$ cat src/bcs_pkg.sv
// bezier curve sampler package: sizes, widths and the controller/datapath command types
// used by bcs_ctrl, bcs_datapath and bezier_curve_sampler; no dependencies
package bcs_pkg;

  localparam int MAX_POINTS = 32;
  localparam int COORD_BITS = 16;
  localparam int GUARD_BITS = 16;
  localparam int SEG_W      = 6;

  localparam int CNT_W   = $clog2(MAX_POINTS + 1);
  localparam int ADDR_W  = $clog2(MAX_POINTS);
  localparam int POINT_W = 3 * COORD_BITS;
  localparam int WORK_W  = COORD_BITS + GUARD_BITS;
  localparam int DIFF_W  = WORK_W + 1;
  localparam int PROD_W  = DIFF_W + SEG_W + 1;
  localparam int NUM_W   = PROD_W + 2;
  localparam int DEN_W   = SEG_W + 1;
  localparam int DCNT_W  = $clog2(NUM_W + 1);
  localparam int OUT_W   = 3 * COORD_BITS + SEG_W;
  localparam int OUT_PAD = ((OUT_W + 7) / 8) * 8;
  localparam int IN_PAD  = ((POINT_W + 7) / 8) * 8;

  localparam logic [SEG_W-1:0] SEG_RESET = SEG_W'(20);

  localparam logic [1:0] AXIS_X = 2'd0;
  localparam logic [1:0] AXIS_Y = 2'd1;
  localparam logic [1:0] AXIS_Z = 2'd2;

  typedef struct packed {
    logic              cp_we;
    logic [ADDR_W-1:0] cp_addr;
    logic [1:0]        axis;
    logic              wk_we;
    logic [ADDR_W-1:0] wk_waddr;
    logic [ADDR_W-1:0] wk_raddr;
    logic              wk_src_cp;
    logic              load_a;
    logic              a_from_b;
    logic              load_b;
    logic              mul;
    logic              div_start;
    logic              save_axis;
    logic              load_out;
    logic              ovf;
    logic [SEG_W-1:0]  i;
    logic [SEG_W-1:0]  s;
  } bcs_cmd_t;

  typedef struct packed {
    logic div_busy;
  } bcs_stat_t;

endpackage

$ cat src/bezier_curve_sampler.sv
// bezier curve sampler top level: joins controller and datapath to the stream ports
// depends on bcs_pkg, bcs_ctrl, bcs_datapath
//
// Control points arrive one item per cycle while the block is idle and are stored in
// order, up to 32; further points are dropped and flagged on every sample of that curve.
// The item with tlast set starts evaluation: segment_count+1 samples (zero counts as one)
// are computed by de Casteljau interpolation over the n stored points, one axis at a
// time, with a single serial rounding divider for every interpolation step. Output
// waits on m_tready while the output register is full; the input is not ready until
// the last sample has gone to the output register.
module bezier_curve_sampler import bcs_pkg::*; (
  input  logic               clk,
  input  logic               rst,
  input  logic               cfg_wen,
  input  logic [SEG_W-1:0]   cfg_wdata,
  input  logic               s_tvalid,
  output logic               s_tready,
  input  logic [IN_PAD-1:0]  s_tdata,  // point_x, point_y, point_z
  input  logic               s_tlast,
  output logic               m_tvalid,
  input  logic               m_tready,
  output logic [OUT_PAD-1:0] m_tdata,  // curve_x, curve_y, curve_z, sample_index
  output logic               m_tuser,  // points_dropped
  output logic               m_tlast
);

  bcs_cmd_t  cmd;
  bcs_stat_t stat;

  bcs_ctrl u_ctrl (
    .clk       (clk),
    .rst       (rst),
    .cfg_wen   (cfg_wen),
    .cfg_wdata (cfg_wdata),
    .in_valid  (s_tvalid),
    .in_last   (s_tlast),
    .in_ready  (s_tready),
    .out_valid (m_tvalid),
    .out_ready (m_tready),
    .cmd       (cmd),
    .stat      (stat)
  );

  bcs_datapath u_dp (
    .clk      (clk),
    .rst      (rst),
    .cmd      (cmd),
    .stat     (stat),
    .in_data  (s_tdata[POINT_W-1:0]),
    .out_data (m_tdata),
    .out_flag (m_tuser),
    .out_last (m_tlast)
  );

  a_last_nonzero: assert property (@(posedge clk) disable iff (rst)
    m_tvalid && m_tlast |-> m_tdata[OUT_W-1:3*COORD_BITS] != '0)
    else $error("last sample carries index zero");

  a_busy_after_final: assert property (@(posedge clk) disable iff (rst)
    s_tvalid && s_tready && s_tlast |=> !s_tready)
    else $error("input ready right after final point");

  a_first_not_last: assert property (@(posedge clk) disable iff (rst)
    m_tvalid && m_tdata[OUT_W-1:3*COORD_BITS] == '0 |-> !m_tlast)
    else $error("sample zero marked last");

endmodule

$ cat src/bcs_datapath.sv
// bezier curve sampler datapath: control point and work memories, interpolation
// multiply, serial rounding divider, output register; uses bcs_pkg
module bcs_datapath import bcs_pkg::*; (
  input  logic                 clk,
  input  logic                 rst,
  input  bcs_cmd_t             cmd,
  output bcs_stat_t            stat,
  input  logic [POINT_W-1:0]   in_data,
  output logic [OUT_PAD-1:0]   out_data,
  output logic                 out_flag,
  output logic                 out_last
);

  logic [POINT_W-1:0]       cp_mem [MAX_POINTS];
  logic [POINT_W-1:0]       cp_q;
  logic signed [WORK_W-1:0] wk_mem [MAX_POINTS];
  logic signed [WORK_W-1:0] wk_q;

  logic signed [WORK_W-1:0] a, b;
  logic signed [PROD_W-1:0] prod;
  logic [NUM_W-1:0]         div_sh;
  logic [DEN_W-1:0]         rem;
  logic                     neg;
  logic [DCNT_W-1:0]        dcnt;
  logic                     busy;

  logic [COORD_BITS-1:0]    res_x, res_y, res_z;

  logic [COORD_BITS-1:0]    coord;
  logic signed [WORK_W-1:0] cp_word;
  logic signed [WORK_W-1:0] interp;
  logic signed [WORK_W-1:0] wk_wdata;
  logic signed [DIFF_W-1:0] diff_ext;
  logic signed [SEG_W:0]    i_ext;
  logic signed [NUM_W-1:0]  n2, q_signed;
  logic [NUM_W-1:0]         n2_mag;
  logic [DEN_W-1:0]         den;
  logic [DEN_W:0]           trial;
  logic signed [WORK_W:0]   rnd;
  logic signed [COORD_BITS:0] v;
  logic [COORD_BITS-1:0]    sat;

  always_comb begin
    case (cmd.axis)
      AXIS_X:  coord = cp_q[COORD_BITS-1:0];
      AXIS_Y:  coord = cp_q[2*COORD_BITS-1:COORD_BITS];
      AXIS_Z:  coord = cp_q[3*COORD_BITS-1:2*COORD_BITS];
      default: coord = cp_q[COORD_BITS-1:0];
    endcase
  end

  assign cp_word  = $signed({coord, {GUARD_BITS{1'b0}}});
  assign diff_ext = $signed({b[WORK_W-1], b}) - $signed({a[WORK_W-1], a});
  assign i_ext    = $signed({1'b0, cmd.i});
  assign den      = {cmd.s, 1'b0};
  assign n2       = $signed({prod[PROD_W-1], prod, 1'b0}) + $signed(NUM_W'(cmd.s));
  assign n2_mag   = n2[NUM_W-1] ? NUM_W'(-n2) : NUM_W'(n2);
  assign trial    = {rem, div_sh[NUM_W-1]};
  assign q_signed = neg ? -$signed(div_sh + NUM_W'(rem != '0)) : $signed(div_sh);
  assign interp   = a + q_signed[WORK_W-1:0];
  assign wk_wdata = cmd.wk_src_cp ? cp_word : interp;

  // drop guard bits with round half up, then saturate
  assign rnd = $signed({wk_q[WORK_W-1], wk_q}) + $signed((WORK_W+1)'(1) <<< (GUARD_BITS - 1));
  assign v   = rnd[WORK_W:GUARD_BITS];
  always_comb begin
    if (v[COORD_BITS] != v[COORD_BITS-1])
      sat = v[COORD_BITS] ? {1'b1, {(COORD_BITS-1){1'b0}}} : {1'b0, {(COORD_BITS-1){1'b1}}};
    else
      sat = v[COORD_BITS-1:0];
  end

  always_ff @(posedge clk) begin
    if (cmd.cp_we)
      cp_mem[cmd.cp_addr] <= in_data;
    cp_q <= cp_mem[cmd.cp_addr];
  end

  always_ff @(posedge clk) begin
    if (cmd.wk_we)
      wk_mem[cmd.wk_waddr] <= wk_wdata;
    wk_q <= wk_mem[cmd.wk_raddr];
  end

  always_ff @(posedge clk) begin
    if (cmd.load_a)
      a <= wk_q;
    else if (cmd.a_from_b)
      a <= b;
    if (cmd.load_b)
      b <= wk_q;
    if (cmd.mul)
      prod <= diff_ext * i_ext;
  end

  // restoring divider, one quotient bit per cycle
  always_ff @(posedge clk) begin
    if (rst) begin
      busy <= 1'b0;
      dcnt <= '0;
    end else if (cmd.div_start) begin
      busy   <= 1'b1;
      dcnt   <= DCNT_W'(NUM_W);
      div_sh <= n2_mag;
      rem    <= '0;
      neg    <= n2[NUM_W-1];
    end else if (busy) begin
      if (trial >= {1'b0, den}) begin
        rem    <= DEN_W'(trial - {1'b0, den});
        div_sh <= {div_sh[NUM_W-2:0], 1'b1};
      end else begin
        rem    <= trial[DEN_W-1:0];
        div_sh <= {div_sh[NUM_W-2:0], 1'b0};
      end
      dcnt <= dcnt - 1'b1;
      if (dcnt == DCNT_W'(1))
        busy <= 1'b0;
    end
  end

  assign stat.div_busy = busy;

  always_ff @(posedge clk) begin
    if (cmd.save_axis) begin
      case (cmd.axis)
        AXIS_X:  res_x <= sat;
        AXIS_Y:  res_y <= sat;
        default: res_z <= sat;
      endcase
    end
    if (cmd.load_out) begin
      out_data <= OUT_PAD'({cmd.i, res_z, res_y, res_x});
      out_flag <= cmd.ovf;
      out_last <= (cmd.i == cmd.s);
    end
  end

endmodule

$ cat src/bcs_ctrl.sv
// bezier curve sampler controller: point count, segment register and the
// sequencer that walks samples, axes and interpolation levels; uses bcs_pkg
module bcs_ctrl import bcs_pkg::*; (
  input  logic             clk,
  input  logic             rst,
  input  logic             cfg_wen,
  input  logic [SEG_W-1:0] cfg_wdata,
  input  logic             in_valid,
  input  logic             in_last,
  output logic             in_ready,
  output logic             out_valid,
  input  logic             out_ready,
  output bcs_cmd_t         cmd,
  input  bcs_stat_t        stat
);

  localparam logic [3:0] S_IDLE   = 4'd0;
  localparam logic [3:0] S_CP_RD  = 4'd1;
  localparam logic [3:0] S_CP_WR  = 4'd2;
  localparam logic [3:0] S_LV_RD  = 4'd3;
  localparam logic [3:0] S_LV_A   = 4'd4;
  localparam logic [3:0] S_B_RD   = 4'd5;
  localparam logic [3:0] S_B_LD   = 4'd6;
  localparam logic [3:0] S_MUL    = 4'd7;
  localparam logic [3:0] S_DSTART = 4'd8;
  localparam logic [3:0] S_DIV    = 4'd9;
  localparam logic [3:0] S_WR     = 4'd10;
  localparam logic [3:0] S_FIN_RD = 4'd11;
  localparam logic [3:0] S_FIN_SV = 4'd12;
  localparam logic [3:0] S_EMIT   = 4'd13;

  logic [3:0]       state, state_next;
  logic [CNT_W-1:0] cnt, cnt_next;
  logic             ovf, ovf_next;
  logic [SEG_W-1:0] seg;
  logic [SEG_W-1:0] s, s_next;
  logic [CNT_W-1:0] n, n_next;
  logic [SEG_W-1:0] i, i_next;
  logic [1:0]       axis, axis_next;
  logic [CNT_W-1:0] k, k_next;
  logic [CNT_W-1:0] level, level_next;
  logic             mv, mv_next;
  logic             room;

  assign room      = (cnt < CNT_W'(MAX_POINTS));
  assign in_ready  = (state == S_IDLE);
  assign out_valid = mv;

  always_comb begin
    state_next = state;
    cnt_next   = cnt;
    ovf_next   = ovf;
    s_next     = s;
    n_next     = n;
    i_next     = i;
    axis_next  = axis;
    k_next     = k;
    level_next = level;
    mv_next    = (mv && out_ready) ? 1'b0 : mv;

    cmd           = '0;
    cmd.axis      = axis;
    cmd.cp_addr   = k[ADDR_W-1:0];
    cmd.wk_waddr  = k[ADDR_W-1:0];
    cmd.wk_raddr  = '0;
    cmd.ovf       = ovf;
    cmd.i         = i;
    cmd.s         = s;

    unique case (state)
      S_IDLE: begin
        cmd.cp_addr = cnt[ADDR_W-1:0];
        if (in_valid) begin
          cmd.cp_we = room;
          cnt_next  = room ? cnt + 1'b1 : cnt;
          ovf_next  = ovf | !room;
          if (in_last) begin
            s_next     = (seg == '0) ? SEG_W'(1) : seg;
            n_next     = room ? cnt + 1'b1 : cnt;
            i_next     = '0;
            axis_next  = AXIS_X;
            k_next     = '0;
            state_next = S_CP_RD;
          end
        end
      end
      S_CP_RD: state_next = S_CP_WR;
      S_CP_WR: begin
        cmd.wk_we     = 1'b1;
        cmd.wk_src_cp = 1'b1;
        k_next        = k + 1'b1;
        if (k + 1'b1 == n) begin
          level_next = n - 1'b1;
          state_next = (n == CNT_W'(1)) ? S_FIN_RD : S_LV_RD;
        end else begin
          state_next = S_CP_RD;
        end
      end
      S_LV_RD: begin
        k_next     = '0;
        state_next = S_LV_A;
      end
      S_LV_A: begin
        cmd.load_a = 1'b1;
        state_next = S_B_RD;
      end
      S_B_RD: begin
        cmd.wk_raddr = ADDR_W'(k + 1'b1);
        state_next   = S_B_LD;
      end
      S_B_LD: begin
        cmd.load_b = 1'b1;
        state_next = S_MUL;
      end
      S_MUL: begin
        cmd.mul    = 1'b1;
        state_next = S_DSTART;
      end
      S_DSTART: begin
        cmd.div_start = 1'b1;
        state_next    = S_DIV;
      end
      S_DIV: begin
        if (!stat.div_busy)
          state_next = S_WR;
      end
      S_WR: begin
        cmd.wk_we    = 1'b1;
        cmd.a_from_b = 1'b1;
        k_next       = k + 1'b1;
        if (k + 1'b1 == level) begin
          level_next = level - 1'b1;
          state_next = (level == CNT_W'(1)) ? S_FIN_RD : S_LV_RD;
        end else begin
          state_next = S_B_RD;
        end
      end
      S_FIN_RD: state_next = S_FIN_SV;
      S_FIN_SV: begin
        cmd.save_axis = 1'b1;
        k_next        = '0;
        if (axis == AXIS_Z) begin
          state_next = S_EMIT;
        end else begin
          axis_next  = axis + 1'b1;
          state_next = S_CP_RD;
        end
      end
      S_EMIT: begin
        if (!mv || out_ready) begin
          cmd.load_out = 1'b1;
          mv_next      = 1'b1;
          axis_next    = AXIS_X;
          k_next       = '0;
          if (i == s) begin
            cnt_next   = '0;
            ovf_next   = 1'b0;
            state_next = S_IDLE;
          end else begin
            i_next     = i + 1'b1;
            state_next = S_CP_RD;
          end
        end
      end
      default: state_next = S_IDLE;
    endcase
  end

  always_ff @(posedge clk) begin
    if (rst) begin
      state <= S_IDLE;
      cnt   <= '0;
      ovf   <= 1'b0;
      seg   <= SEG_RESET;
      mv    <= 1'b0;
      s     <= SEG_W'(1);
      n     <= '0;
      i     <= '0;
      axis  <= AXIS_X;
      k     <= '0;
      level <= '0;
    end else begin
      state <= state_next;
      cnt   <= cnt_next;
      ovf   <= ovf_next;
      mv    <= mv_next;
      s     <= s_next;
      n     <= n_next;
      i     <= i_next;
      axis  <= axis_next;
      k     <= k_next;
      level <= level_next;
      if (cfg_wen)
        seg <= cfg_wdata;
    end
  end

endmodule

$ cat config.mk
export PLATFORM = sky130hd
export DESIGN_NAME = bezier_curve_sampler
export DESIGN_NICKNAME = d
export VERILOG_FILES = /design/src/bcs_pkg.sv /design/src/bezier_curve_sampler.sv /design/src/bcs_datapath.sv /design/src/bcs_ctrl.sv
export SDC_FILE = /design/constraint.sdc
export NUM_CORES = 2
export LEC_CHECK = 0
export BUFFER_PORTS_ARGS = -buffer_cell sky130_fd_sc_hd__buf_2
export CAP_MARGIN = 0
export CORE_MARGIN = 2
export CORE_UTILIZATION = 65
export DETAILED_ROUTE_END_ITERATION = 6
export GPL_ROUTABILITY_DRIVEN = 0
export HOLD_SLACK_MARGIN = 0.06
export PLACE_DENSITY = 0.93
export SLEW_MARGIN = 10
export SYNTH_ARGS = -nofsm -noshare
export SYNTH_HDL_FRONTEND = slang
export SYNTH_SLANG_ARGS = --single-unit
$ cat constraint.sdc
create_clock -name clk -period 15.13 [get_ports clk]
set_input_delay 2.2695 -clock clk [delete_from_list [all_inputs] [get_ports clk]]
set_output_delay 2.2695 -clock clk [all_outputs]
set_load 0.03 [all_outputs]
==> flow_summary.toml <==
[sta]
period_needed_ns = 8.974
hold_ws_ns = 0.4183
rsz0062_at_grt = "false"
fin_worst_skew_ns = 0.09315
finalHoldViolations = 0
worstMarginPinSlew_ns = 1.353
setup_viol = 0
maxSlewViolCount = 0
relSlewSlack_pct = 9.676
fin_crit_sh_pct = 59.31
setup_tns_ns = 0
fmax_mhz = 111.4

[detailed_routing]
drt_first_pass_iters = 7
wire_per_inst_um = 36.51
final_antenna_net_count = 0
routed_via_density = 7.628
dr.first_iter.drc_count = 16140
drc = 3
vias = 83810
finalWirelength_um = 401100

[yosys]
yosys_warnings = 0
yosys-top-cells-area = "edfxtp_1 (67%), mux4_2 (6.8%), nand2_1 (2.3%), fa_1 (2.2%), dfxtp_1 (2.2%)"
ys_seq_elements = 2955
avgSynthCellArea_um2 = 15.66
synth-edff-count = 2818
synth_top_area_share_pct = 66.80
synth_top_family_by_area = "multiplexers"
yosysTopAreaCell = "edfxtp_1"
yosysUniqueCellTypes = 98
synthesis.area_um2 = 126700
synth-xor-area-share_pct = 1.635
ys_seq_area_share_pct = 68.97
synth_common_cells = "edfxtp_1 (2818), nand2_1 (791), mux4_2 (384)"
synthCells = 8091
synth_mux_area_share_pct = 8.307
yosys.area_share.simple_pct = 7.080
ys_async_sr_fraction_pct = 0
synthFlopType = "edfxtp_1"
synth_most_common_cell = "edfxtp_1"
synthAdderAreaFrac_pct = 4.220
synth_compound_area_share_pct = 7.503

[global_routing]
grt_use_total_pct = 40.31
grt_max_degree = 198
grt_pass1_wl_um = 570700
antenna_found_initial = 43
grt_pass1_vias = 83000
grt_overflow = 0

[cts]
cts_tree = "done"
ctsRootBufferMaster = "clkbuf_16"
hold_buffers = 0
clk_path_buf_depth = 4
clk_latency_ns = 0.99
htree_num_levels = 5
postCtsSetupBuffers = 0
cts_resized = 0
cts.sinks = 2955
cts_buffers = 293
path_clk_slew_ns = 0.06

[power_and_ir_drop]
p_int_mw = 15.88
power.density_nw_per_um2 = 161.0
swShare_pct = 29.57
sequentialPowerShare_pct = 46.6
p_comb_share_pct = 20.7
ir_worst_vdd_uv = 216.3
p_sw_mw = 6.667
leakage_nw = 48.32
p_total_mw = 22.55
clock_power_share_pct = 32.6

[final_layout]
drive_above_1_share_pct = 14.62
areaGrowthSynthToFinish_pct = 10.55
fin_util_pct = 72.04
nNetsFinal = 8619

[die]
ios = 120
die_w_um = 445.5
start_util_pct = 65.17
row_count = 162
dieArea_um2 = 198400
die_y_um = 445.5
core_um2 = 194400

[status]
outcome = "complete, but fails checks"
violations = "DRC"

[min_path]
hp-start = "u_dp.res_z[1]"
hold_class = "reg -> reg"

[placed_design]
place.port_buffers = 117
dpl.hpwl_um = 197100

[worst_setup_path]
max_stage_delay_ns = 0.51
cp.arrival_ns = 9.66
crit_fanout = 6
slowest_stage = "fa_1"
critical_path_class = "reg -> reg"
crit_top_cell = "fa_1"
cp-start-kind = "flip-flop"
startpoint = "u_dp.b[0]"
worstPathRequired_ns = 15.81
endpoint_kind = "flip-flop"
r2r-start = "u_dp.b[0]"

[job]
cap_viol_max_count = 0
-- flip-flops by register name, indices dropped and copies added, names as in the netlist, 32 cells and up --
signal and cells:
u_dp.div_sh 42, u_dp.a 32, u_dp.b 32, u_dp.out_data 54, u_dp.wk_q 32, u_dp.wk_mem 1024
u_dp.cp_q 48, u_dp.prod 40, u_dp.cp_mem 1536
-- power by group through the flow --
stage / sequential (mW) / combinational [mW] / clock, mW
2_1_floorplan: 10.6 / 2.76 / 0
3_3_place_gp: 10.6 / 3.94 / 0
3_5_place_dp: 10.7 / 4.24 / 0
4_1_cts: 10.5 / 4.41 / 7.30
5_1_grt: 10.5 / 4.85 / 7.56
6_report: 10.5 / 4.68 / 7.36
-- metrics by stage --
stage / area (um2) / instances / setup slack (ns)
2_1_floorplan: 126700 / 8092 / 7.506
3_3_place_gp: 130700 / 10460 / 6.714
3_5_place_dp: 130700 / 10460 / 6.450
4_1_cts: 139900 / 10960 / 6.340
5_1_grt: 140000 / 10970 / 5.791
6_report: 140000 / 10990 / 6.156
-- layer usage --
| metal | track usage, % | routed length [um] | vias to the layer above | part of all wire (%) |
|---|---|---|---|---|
| li1 | - | - | 31610 | - |
| met1 | 45.81 | 115600 | 39980 | 29 |
| met2 | 62.00 | 182700 | 9384 | 46 |
| met3 | 13.04 | 58480 | 2806 | 15 |
| met4 | 34.62 | 44030 | 44 | 11 |
| met5 | 0 | 340 | - | 0.085 |
-- cell type report --
cell class | instances | area (um2)
Sequential cell | 2955 | 87370
Fill cell | 10040 | 54350
Multi-Input combinational cell | 4389 | 37220
Clock buffer | 353 | 7797
Tap cell | 2542 | 3181
Timing Repair Buffer | 271 | 1878
Clock inverter | 148 | 1389
Inverter | 306 | 1149
Antenna cell | 23 | 57.56
-- path summary, 6_finish.rpt --
kind / slack, ns / to / depth (start not counted)
worst max-delay path: 6.16 / u_dp.prod[39] / 30
worst min-delay path: 0.42 / u_dp.out_data[33] / 0
worst max register to register: 6.16 / u_dp.prod[39] / 30
worst min register to register: 0.42 / u_dp.out_data[33] / 0
-- layout by cell type (no fill, tap or decap), types with 147 or more instances in the layout --
| cell | count |
|---|---|
| edfxtp_1 | 2818 |
| nand2_1 | 788 |
| mux4_2 | 384 |
| inv_1 | 306 |
| clkbuf_16 | 301 |
| and2_1 | 260 |
| a21oi_1 | 251 |
| a22oi_1 | 214 |
| ha_1 | 204 |
| nand3_1 | 201 |
| a211oi_1 | 189 |
| nor2_1 | 170 |
| o21ai_0 | 150 |
| mux2i_1 | 148 |
| xnor2_1 | 147 |
-- cells by family after synthesis --
family,after synthesis
muxes,567
other,1
buffers and inverters,748
DFF,2955
AOI/OAI and AO/OA,1365
adders and majority gates,344
xor gates and xnor gates,234
and+or+nand+nor,1877
-- critical path, delay by kind of cell, from the launching register on --
family	cells	cell delay [ns]
xor gates and xnor gates	2	0.77
AOI/OAI and AO/OA	14	3.70
DFF	1	0.34
buffers and inverters	3	0.18
adders and majority gates	7	2.96
and+or+nand+nor	4	0.78
No activity file was read; power rests on OpenSTA's default activity.
